File: config.mk
export PLATFORM = sky130hd
export DESIGN_NAME = dilv_cell
export DESIGN_NICKNAME = d
export VERILOG_FILES = /design/src/dilv_pkg.sv /design/src/dilv_cell.sv
export SDC_FILE = /design/constraint.sdc
export NUM_CORES = 1
export LEC_CHECK = 0
export ABC_AREA = 1
export CAP_MARGIN = 40
export CORE_ASPECT_RATIO = 0.6
export CORE_MARGIN = 4
export CORE_UTILIZATION = 50
export CTS_BUF_LIST = sky130_fd_sc_hd__clkbuf_4 sky130_fd_sc_hd__clkbuf_8 sky130_fd_sc_hd__clkbuf_16
export DETAILED_ROUTE_END_ITERATION = 6
export DONT_BUFFER_PORTS = 1
export GPL_TIMING_DRIVEN = 0
export SYNTH_ARGS = -nofsm -noshare
export SYNTH_HDL_FRONTEND = slang
export SYNTH_SLANG_ARGS = --single-unit
File: constraint.sdc
create_clock -name clk_i -period 1.25 [get_ports clk_i]
set_input_delay 0.25 -clock clk_i [delete_from_list [all_inputs] [get_ports clk_i]]
set_output_delay 0.25 -clock clk_i [all_outputs]
set_load 0.005 [all_outputs]
File: src/dilv_pkg.sv
// Shared types, character codes, limits and helper functions for the decimal
// integer list validator. No dependencies.
`timescale 1ns / 1ps
`default_nettype none

package dilv_pkg;

  // Default depth of the table of values seen in one list
  localparam int MaxTokensDef = 64;

  localparam int ValueW = 32;

  // Token length saturates here; longer tokens are out of range anyway
  localparam logic [3:0] LenCap = 4'd12;
  // Longest token that can still be in range (sign included)
  localparam logic [3:0] LenSignedMax = 4'd11;
  // Longest unsigned token that needs the digit-wise compare
  localparam logic [3:0] LenUnsignedMax = 4'd10;
  // Digit positions that take part in the limit compare
  localparam logic [3:0] LimitDigits = 4'd10;

  localparam logic [6:0] TotalCap = 7'd64;

  localparam logic [7:0] CharMinus = 8'h2D;
  localparam logic [7:0] CharPlus = 8'h2B;
  localparam logic [7:0] Char0 = 8'h30;
  localparam logic [7:0] Char9 = 8'h39;

  typedef enum logic [2:0] {
    ReasonNone   = 3'd0,
    ReasonFormat = 3'd1,
    ReasonRange  = 3'd2,
    ReasonDup    = 3'd3,
    ReasonEmpty  = 3'd4,
    ReasonFull   = 3'd5
  } dilv_reason_e;

  typedef enum logic [1:0] {
    RcEqual   = 2'd0,
    RcLess    = 2'd1,
    RcGreater = 2'd2
  } dilv_cmp_e;

  // Flags that travel with a value down the row of table cells
  typedef struct packed {
    logic valid;
    logic dup;
    logic stored;
  } dilv_flags_t;

  // Limit digit at a position of the magnitude; the last one depends on sign
  function automatic logic [7:0] lim_digit(input logic [3:0] di, input logic neg);
    logic [7:0] lim;
    unique case (di)
      4'd0:    lim = 8'h32;
      4'd1:    lim = 8'h31;
      4'd2:    lim = 8'h34;
      4'd3:    lim = 8'h37;
      4'd4:    lim = 8'h34;
      4'd5:    lim = 8'h38;
      4'd6:    lim = 8'h33;
      4'd7:    lim = 8'h36;
      4'd8:    lim = 8'h34;
      default: lim = neg ? 8'h38 : 8'h37;
    endcase
    return lim;
  endfunction

  // Format and range faults override a held duplicate or table-full fault
  function automatic dilv_reason_e raise_format(input dilv_reason_e cur,
                                                input dilv_reason_e code);
    dilv_reason_e res;
    res = cur;
    if (cur == ReasonNone || cur == ReasonDup || cur == ReasonFull) begin
      res = code;
    end
    return res;
  endfunction

endpackage

`default_nettype wire

File: src/dilv_cell.sv
// One cell of the seen-value table: holds one stored value and passes the
// search packet on to its neighbour each cycle. Uses dilv_pkg.
`timescale 1ns / 1ps
`default_nettype none

module dilv_cell #(
  parameter int CNT_W = 7
) (
  input  wire                             clk_i,
  input  wire                             rst_ni,
  input  wire dilv_pkg::dilv_flags_t      flags_i,
  input  wire [dilv_pkg::ValueW-1:0]      value_i,
  input  wire [CNT_W-1:0]                 remain_i,
  output dilv_pkg::dilv_flags_t           flags_o,
  output logic [dilv_pkg::ValueW-1:0]     value_o,
  output logic [CNT_W-1:0]                remain_o
);

  dilv_pkg::dilv_flags_t          flags_q, flags_d;
  logic [dilv_pkg::ValueW-1:0]    value_q;
  logic [CNT_W-1:0]               remain_q, remain_d;
  logic [dilv_pkg::ValueW-1:0]    slot_q;
  logic                           occupied;
  logic                           hit;
  logic                           wr;

  // A non-zero countdown means this cell holds a value of the current list
  assign occupied = (remain_i != '0);
  assign hit      = occupied && (slot_q == value_i);
  // First free cell takes the value unless a match was found upstream
  assign wr       = flags_i.valid && !occupied && !flags_i.dup && !flags_i.stored;

  always_comb begin
    flags_d        = flags_i;
    flags_d.dup    = flags_i.dup | (flags_i.valid & hit);
    flags_d.stored = flags_i.stored | wr;
    remain_d       = occupied ? (remain_i - CNT_W'(1)) : '0;
  end

  always_ff @(posedge clk_i or negedge rst_ni) begin
    if (!rst_ni) begin
      flags_q <= '0;
    end else begin
      flags_q <= flags_d;
    end
  end

  always_ff @(posedge clk_i) begin
    value_q  <= value_i;
    remain_q <= remain_d;
    if (wr) begin
      slot_q <= value_i;
    end
  end

  assign flags_o  = flags_q;
  assign value_o  = value_q;
  assign remain_o = remain_q;

endmodule

`default_nettype wire

==> impl_metrics.csv, run 1 <==
group,metric,value,unit
global_route,grt_start_max_net_pins,21,
global_route,grt_pass1_vias,1710,
timing,setup_tns,0,ns
power,p_int,3.475,mW
cts,h-tree-depth,3,
floorplan,die_area,0.006467,mm²
synthesis,muxShareOfSynthArea,0,%
routing,drt_iter0_drc,51,
timing,holdWs,0.04526,ns
synthesis,synth-edff-count,32,
synthesis,yosys-top-cells-count,"nand2_1 (69), inv_1 (52), dfxtp_1 (39), edfxtp_1 (32), nor2_1 (19)",
worst_hold_path,worstHoldStart,"flags_i[2]",
cts,numCtsBuffers,9,
timing,period_minus_slack,1.116,ns
power,power_switching,0.9818,mW
timing,fin_crit_sh,89.28,%
synthesis,synth_nets,297,
critical_path,cp_max_fo,1,
critical_path,r2r_start,"slot_q[6]",
placed_design,port_buffers,0,
synthesis,synthSimpleGateAreaFrac,15.47,%
power,power.density,1335,mW/mm²
synthesis,avgSynthCellArea,10.38,µm²
synthesis,synth_area_leaders,"edfxtp_1 (37%), dfxtp_1 (30%), nand2_1 (9.9%)",
cts,cts_root_buf,"clkbuf_8",
timing,fin_skew,0.004404,ns
floorplan,num_io_pins,86,
job,cap_violations,0,
cts,clk_pin_slew,0.07,ns
critical_path,cp_data_required_time,1.53,ns
synthesis,synthXorXnorAreaFrac,4.035,%
synthesis,synth.yosys.seq_area_share,69.74,%
cts,clockBufferDepth,2,
global_route,grt_util_all_layers,16.73,%
final_layout,seq_area,0.001817,mm²
global_route,antenna_found_initial,0,
power,leakagePower,1.483,nW
final_layout,fill_cells,420,
placed_design,dp_hpwl,3.085,mm
routing,drt-pass1-iter-count,4,
synthesis,yosysUniqueCellTypes,19,
synthesis,synth_top_family_by_area,"simple AND/OR/NAND/NOR gates",
timing,fmax,896.0,MHz
routing,antenna_left,0,
critical_path,crit_path_start,"slot_q[6]",
routing,wl_met2,2.170,mm
synthesis,ys_ff_latch,74,
floorplan,fp-row-count,20,
global_route,overflow,0,
floorplan,start_util,51.53,%
power,power_frac_seq,59.2,%
final_layout,multi_input_area,635.6,µm²
timing,setup_violations,0,
power,p_total,4.457,mW
cts,clock-sinks,74,
final_layout,syn2layout_area_growth,28.19,%
critical_path,worstPathArrival,1.40,ns
outcome,run_status,"completed",
routing,wl_met3,405,µm
synthesis,yosysMostFrequentCell,"nand2_1",
synthesis,synth_compound_area_share,2.161,%
synthesis,postSynthCellCount,251,
routing,wl_per_cell,13.22,µm
floorplan,die_w,101.2,µm
floorplan,core,0.005055,mm²
worst_hold_path,hp-class,"input port to flip-flop",
timing,hold_viol_final,0,
routing,totalWireLength,4.904,mm
routing,highest_layer,"met4",
routing,drc,0,
timing,worstMarginPinSlew,0.1843,ns
global_route,grt_pass1_wl,7.997,mm
cts,cts_tree,"built",
timing,maxSlewHeadroom,87.68,%
critical_path,r2r_slack,0.13,ns
power,ir_worst_vdd,0.8916,mV
timing,slew_viol_final,0,
power,p_clk_share,35.7,%
placed_design,place.gp.congestion,0.7058,
final_layout,diodes,0,
synthesis,synth_top_area_share,36.89,%
power,p_sw_share,22.03,%
routing,wl_met1,2.250,mm
synthesis,synth_ff_type,"dfxtp_1",
final_layout,nets,346,
synthesis,synth_largest_area_cell,"edfxtp_1",
floorplan,dieHeight,63.91,µm
critical_path,critPathLaunchType,"flip-flop",
synthesis,async_reset_ff_share,4.054,%
synthesis,syn-cell-area,0.002605,mm²
timing,rsz0062_at_grt,"true",
synthesis,yosys.area_share.adder,0.9606,%
power,combPwrFrac,5.2,%
routing,vias_per_cell,4.485,
final_layout,drive_above_1_share,9.836,%
synthesis,yosys_warnings,0,
critical_path,end_kind,"flip-flop",
routing,vias,1664,
critical_path,path_class,"flip-flop to flip-flop",
cts,clk_latency,0.34,ns
-- layout make-up --
class	instances	share of cell area (%)
sequential	74	54.40
multi-input combinational	124	19.03
timing repair buffer	38	12.21
inverter	53	6.632
clock buffer	10	3.934
tap	66	2.473
clock inverter	6	1.311
-- cells in the final DEF, fill, tap and decap left out, types with 2 or more instances in the layout --
master and count:
nor2_2 3, o21ai_0 6, dfrtp_1 3, xnor2_1 7
nor2_1 16, inv_1 50, dfxtp_1 39, nor2_4 2
nand3_1 5, clkbuf_8 9, clkinv_4 3, edfxtp_1 32
dlygate4sd3_1 36, nand2_1 69, xor2_1 5, a21oi_1 4
clkinv_2 2
-- worst max-delay path: stages (launching register included) --
cell	delay [ns]
edfxtp_1	0.39
xnor2_1	0.16
nand2_1	0.09
nor2_1	0.13
nand2_1	0.08
nor2_1	0.09
nand3_1	0.07
nand2_1	0.05
-- metal layers --
layer  global-route usage (%)  up-vias
met5                        0        -
met4                    6.468        0
met3                    7.525       10
met2                    25.41       58
met1                    20.93      733
li1                         -      863
-- state kept, by name, indices dropped and copies added (netlist names) --
name      flops
flags_o       3
value_o      32
slot_q       32
remain_o      7
-- kinds of logic after synthesis --
| family | Yosys count |
|---|---|
| simple gates | 99 |
| flops | 74 |
| buf+inv | 53 |
| xor+xnor | 12 |
| compound gates | 11 |
| fa+ha+maj | 2 |
-- power groups by stage --
stage	logic [mW]	registers, mW	clock network, mW
2_1_floorplan	0.106	2.68	0
3_3_place_gp	0.119	2.69	0
3_5_place_dp	0.122	2.69	0
4_1_cts	0.230	2.64	1.65
5_1_grt	0.263	2.64	1.76
6_report	0.230	2.64	1.59
-- final timing paths --
check                           depth (start not counted)    endpoint
worst max-delay path                                    7  flags_o[1]
worst min-delay path                                    2  flags_o[0]
worst max register to register                          7  flags_o[1]
worst min register to register                          5  flags_o[1]
max in group asynchronous                               1  flags_o[1]
min in group asynchronous                               1  flags_o[2]
-- per-stage QoR --
step	cell area [µm²]	utilization, %	std cells	worst slack, ns
floorplan	2669	-	251	-0.3660
global placement	2751	54.43	317	-0.6590
detailed placement	2779	54.98	318	-0.4521
CTS	3334	65.97	371	0.1180
global route	3339	66.06	371	-0.02328
finish	3339	66.06	371	0.1340
-- timing repair --
action                                  CTS  global route
hold endpoints to repair                 70             0
hold buffers                             36             0
pin swaps                                 1             2
cloned                                    0             0
resized for setup                         0             2
endpoints found under the setup margin   20             1
buffers inserted                          1             0
Power figures use the tool's default switching activity.
==> run 2, diff against run 1 <==
--- a/constraint.sdc
+++ b/constraint.sdc
@@ -3,2 +3,2 @@
 set_output_delay 0.25 -clock clk_i [all_outputs]
-set_load 0.005 [all_outputs]
+set_load 0.1 [all_outputs]
==> impl_metrics.csv, run 2 (synthesis gave the netlist of run 1 again) <==
group,metric,value,unit
job,cap_violations,0,
outcome,run_status,"completed",
floorplan,fp-row-count,20,
final_layout,syn2layout_area_growth,52.64,%
final_layout,diodes,0,
routing,drc,0,
critical_path,cp_data_required_time,1.00,ns
timing,period_minus_slack,1.215,ns
timing,hold_viol_final,0,
final_layout,nets,385,
critical_path,end_kind,"output pin",
timing,rsz0062_at_grt,"true",
power,power_switching,1.613,mW
routing,wl_per_cell,14.59,µm
timing,maxSlewHeadroom,79.96,%
timing,finalWorstSetupSlack,0.03479,ns
placed_design,dpl_cell_area,0.003377,mm²
cts,cts_root_buf,"clkbuf_8",
floorplan,die_area,0.006467,mm²
routing,vias,1879,
routing,antenna_left,0,
timing,fin_skew,0.004367,ns
critical_path,critPathLaunchType,"flip-flop",
timing,slew_viol_final,0,
cts,clock-sinks,74,
cts,clk_pin_slew,0.07,ns
timing,fin_crit_sh,97.22,%
power,leakagePower,1.787,nW
routing,drt-pass1-iter-count,4,
floorplan,num_io_pins,86,
global_route,grt_pass1_wl,10.04,mm
cts,clk_latency,0.34,ns
floorplan,start_util,51.53,%
placed_design,place.gp.congestion,0.7058,
timing,worstMarginPinSlew,0.3019,ns
worst_hold_path,hp-class,"input port to flip-flop",
power,p_sw_share,29.24,%
routing,totalWireLength,5.983,mm
global_route,grt_util_all_layers,20.79,%
power,p_clk_share,33.4,%
placed_design,dp_hpwl,3.764,mm
power,power_frac_seq,48.8,%
cts,h-tree-depth,3,
critical_path,worstPathArrival,0.97,ns
final_layout,fill_cells,325,
power,combPwrFrac,17.8,%
final_layout,final_cell_mix,"nand2_1 (69), inv_1 (50), dfxtp_1 (39)",
cts,cts_tree,"built",
critical_path,cp_max_fo,1,
timing,fmax,822.9,MHz
timing,setup_violations,0,
power,power.density,1388,mW/mm²
global_route,antenna_found_initial,0,
cts,numCtsBuffers,9,
global_route,grt_pass1_vias,2086,
global_route,overflow,0,
routing,vias_per_cell,4.583,
global_route,grt_start_max_net_pins,21,
power,p_int,3.904,mW
routing,drt_iter0_drc,63,
floorplan,dieHeight,63.91,µm
critical_path,path_class,"flip-flop to output pin",
final_layout,design_area,0.003976,mm²
final_layout,drive_above_1_share,20.93,%
placed_design,port_buffers,0,
timing,setup_tns,0,ns
floorplan,die_w,101.2,µm
final_layout,utilization,78.66,%
cts,clockBufferDepth,2,
power,ir_worst_vdd,0.7947,mV
placed_design,post-place-ws,-0.4378,ns
power,p_total,5.517,mW
floorplan,core,0.005055,mm²
final_layout,layout_commonest_cell,"nand2_1",
-- run 2: changes by cell type in the layout (fill, tap and decap cells not counted) --
| cell | before | now |
|---|---|---|
| dfrtp_4 | 0 | 3 |
| inv_6 | 0 | 1 |
| dfrtp_1 | 3 | 0 |
| clkinv_4 | 3 | 1 |
| clkbuf_4 | 1 | 0 |
| buf_16 | 1 | 2 |
| bufinv_16 | 0 | 1 |
| clkbuf_8 | 9 | 10 |
| buf_8 | 0 | 38 |
-- run 2: path summary, 6_finish.rpt --
path / startpoint / endpoint / slack, ns / cells past startpoint
worst min register to register: slot_q[0] / flags_o[1] / 0.64 / 5
max in group asynchronous: rst_ni / flags_o[1] / 0.91 / 1
worst min-delay path: flags_i[2] / flags_o[0] / 0.05 / 2
min in group asynchronous: rst_ni / flags_o[2] / 0.16 / 1
worst max register to register: slot_q[26] / flags_o[1] / 0.09 / 9
worst max-delay path: flags_o[2] / flags_o[2] / 0.03 / 0
-- run 2: timing repair --
item	CTS	global route
hold buffers	35	1
setup buffers	1	0
cloned	0	0
gates resized for setup	6	2
endpoints found under the hold margin	69	1
pin swaps	1	3
endpoints found under the setup margin	23	1
-- run 2: power by group through the flow --
stage	combinational [mW]	clock (mW)	sequential, mW
3_5_place_dp	0.871	0	2.74
6_report	0.983	1.84	2.69
3_3_place_gp	0.119	0	3.25
5_1_grt	1.03	2.01	2.70
4_1_cts	0.978	1.87	2.69
2_1_floorplan	0.106	0	3.24
-- run 2: cell type report --
cell class | count | area [µm²] | share of cell area (%)
clock inverter | 6 | 65.06 | 1.636
tap | 66 | 82.58 | 2.077
sequential | 74 | 1828 | 45.97
inverter | 53 | 221.5 | 5.570
multi-input combinational | 124 | 635.6 | 15.98
timing repair buffer | 77 | 1006 | 25.30
clock buffer | 10 | 137.6 | 3.461
-- run 2: through the flow --
step / cells / hold WS, ns
after global placement: 317 / -0.04554
after global routing: 410 / 0.02716
after CTS: 409 / 0.002271
final: 410 / 0.04514
after floorplan: 251 / -0.04559
after detailed placement: 357 / -0.04554
-- run 2: routing by layer --
metal,global-route usage [%],part of all wire (%),up-vias
met5,0,0,-
met4,6.302,0.80,0
met3,8.397,7.9,6
met2,35.26,50,61
met1,24.17,41,869
li1,-,-,943
==> run 3, diff against run 2 <==
CTS_BUF_LIST = default   (was sky130_fd_sc_hd__clkbuf_4 sky130_fd_sc_hd__clkbuf_8 sky130_fd_sc_hd__clkbuf_16)
CTS_CLUSTER_DIAMETER = 100   (was default)
PLACE_DENSITY = 0.62   (was default)
==> impl_metrics.csv, run 3 (synthesis gave the netlist of run 1 again) <==
group,metric,value,unit
outcome,run_status,"completed",
critical_path,cp_data_required_time,1.00,ns
final_layout,fill_cells,317,
placed_design,post-place-ws,-0.4481,ns
global_route,grt_pass1_wl,9.597,mm
critical_path,worstPathArrival,0.96,ns
worst_hold_path,holdPathEnd,"flags_o[0]",
final_layout,final_cells,410,
timing,fin_skew,0.006198,ns
final_layout,layout_commonest_cell,"nand2_1",
routing,totalWireLength,5.684,mm
cts,clockBufferDepth,2,
final_layout,drive_above_1_share,20.35,%
power,leakagePower,1.776,nW
worst_hold_path,worstHoldStart,"flags_i[2]",
global_route,grt_util_all_layers,19.90,%
power,ir_worst_vdd,0.9334,mV
global_route,overflow,0,
global_route,antenna_found_initial,0,
timing,setup_tns,0,ns
critical_path,timing.rr.end,"flags_o[1]",
power,power_frac_seq,50.7,%
final_layout,diodes,0,
placed_design,port_buffers,0,
timing,rsz0062_at_grt,"true",
routing,drt_iter0_drc,71,
critical_path,r2r_slack,0.10,ns
timing,setup_violations,0,
power,power_switching,1.607,mW
floorplan,start_util,51.53,%
timing,holdWs,0.04402,ns
routing,wl_per_cell,13.86,µm
critical_path,path_class,"flip-flop to output pin",
placed_design,place_inst,357,
cts,h-tree-depth,3,
power,p_int,3.703,mW
cts,cts_tree,"built",
timing,fmax,825.0,MHz
floorplan,fp-row-count,20,
floorplan,die_area,0.006467,mm²
placed_design,dp_hpwl,3.665,mm
timing,finalWorstSetupSlack,0.03788,ns
cts,clk_pin_slew,0.07,ns
cts,clock-sinks,74,
power,combPwrFrac,18.5,%
routing,antenna_left,0,
floorplan,num_io_pins,86,
floorplan,core,0.005055,mm²
timing,maxSlewHeadroom,80.07,%
worst_hold_path,hp-class,"input port to flip-flop",
critical_path,r2r.worst_path.cells,7,
timing,fin_crit_sh,96.97,%
final_layout,syn2layout_area_growth,52.11,%
timing,hold_viol_final,0,
placed_design,place.gp.congestion,0.6906,
routing,vias_per_cell,4.590,
final_layout,nets,385,
critical_path,r2r_start,"slot_q[18]",
cts,clk_latency,0.34,ns
global_route,grt_pass1_vias,2012,
timing,worstMarginPinSlew,0.3003,ns
routing,vias,1882,
critical_path,cp_max_fo,1,
power,p_clk_share,30.8,%
timing,slew_viol_final,0,
job,cap_violations,0,
power,power.density,1340,mW/mm²
global_route,grt_start_max_net_pins,21,
final_layout,multi_input_area,633.1,µm²
final_layout,utilization,78.39,%
critical_path,critPathLaunchType,"flip-flop",
floorplan,dieHeight,63.91,µm
cts,numCtsBuffers,9,
final_layout,seq_area,0.001828,mm²
timing,period_minus_slack,1.212,ns
power,p_sw_share,30.26,%
final_layout,final_cell_mix,"nand2_1 (69), inv_1 (50), dfxtp_1 (39)",
floorplan,die_w,101.2,µm
routing,drc,0,
worst_hold_path,min_delay_path_depth,2,
cts,cts_root_buf,"clkbuf_8",
routing,drt-pass1-iter-count,5,
critical_path,end_kind,"output pin",
## run 3: changes by cell type in the layout (fill, tap and decap cells not counted), sizes merged
cell and delta:
bufinv -1, clkinvlp +1
## run 3: area by class of cell
class / count / area share (%)
multi-input cells: 124 / 15.98
repair buffers: 77 / 25.70
flip-flops and latches: 74 / 46.13
clock inverters: 6 / 1.042
inverters: 53 / 5.589
clock buffers: 10 / 3.473
well taps: 66 / 2.084
## run 3: through the flow
stage / power (mW) / instance area (µm²)
2_1_floorplan: 3.341 / 2669
3_3_place_gp: 3.366 / 2751
3_5_place_dp: 3.617 / 3390
4_1_cts: 5.354 / 3960
5_1_grt: 5.545 / 3963
6_report: 5.310 / 3963
## run 3: timing repair
| action | CTS | global route |
|---|---|---|
| hold buffers | 36 | 0 |
| setup buffers | 1 | 0 |
| pin swaps | 1 | 3 |
| gates resized for setup | 6 | 1 |
| setup endpoints to repair | 23 | 2 |
| endpoints found under the hold margin | 70 | 0 |
## run 3: worst max path at each step
| stage | startpoint | endpoint | slack, ns | cells after the start |
|---|---|---|---|---|
| after global routing | slot_q[18] | flags_o[1] | -0.05 | 7 |
| after global placement | remain_i[1] | slot_q[20] | -0.65 | 6 |
| after detailed placement | remain_i[1] | slot_q[20] | -0.45 | 7 |
| after floorplan | remain_i[1] | slot_q[0] | -0.37 | 6 |
| final | flags_o[2] | flags_o[2] | 0.04 | 0 |
| after CTS | flags_o[1] | flags_o[1] | 0.02 | 0 |
## run 3: power groups by stage
stage	sequential [mW]	combinational, mW	clock, mW
after floorplan	3.24	0.106	0
after global placement	3.25	0.120	0
after detailed placement	2.74	0.875	0
after CTS	2.69	0.984	1.68
after global routing	2.70	1.03	1.82
final	2.69	0.985	1.63
## run 3: layer usage
| layer | vias to the layer above | track usage, % | wire, µm |
|---|---|---|---|
| met5 | - | 0 | 0 |
| met4 | 0 | 6.633 | 50 |
| met3 | 6 | 9.487 | 542 |
| met2 | 70 | 32.00 | 2747 |
| met1 | 863 | 23.44 | 2343 |
| li1 | 943 | - | - |
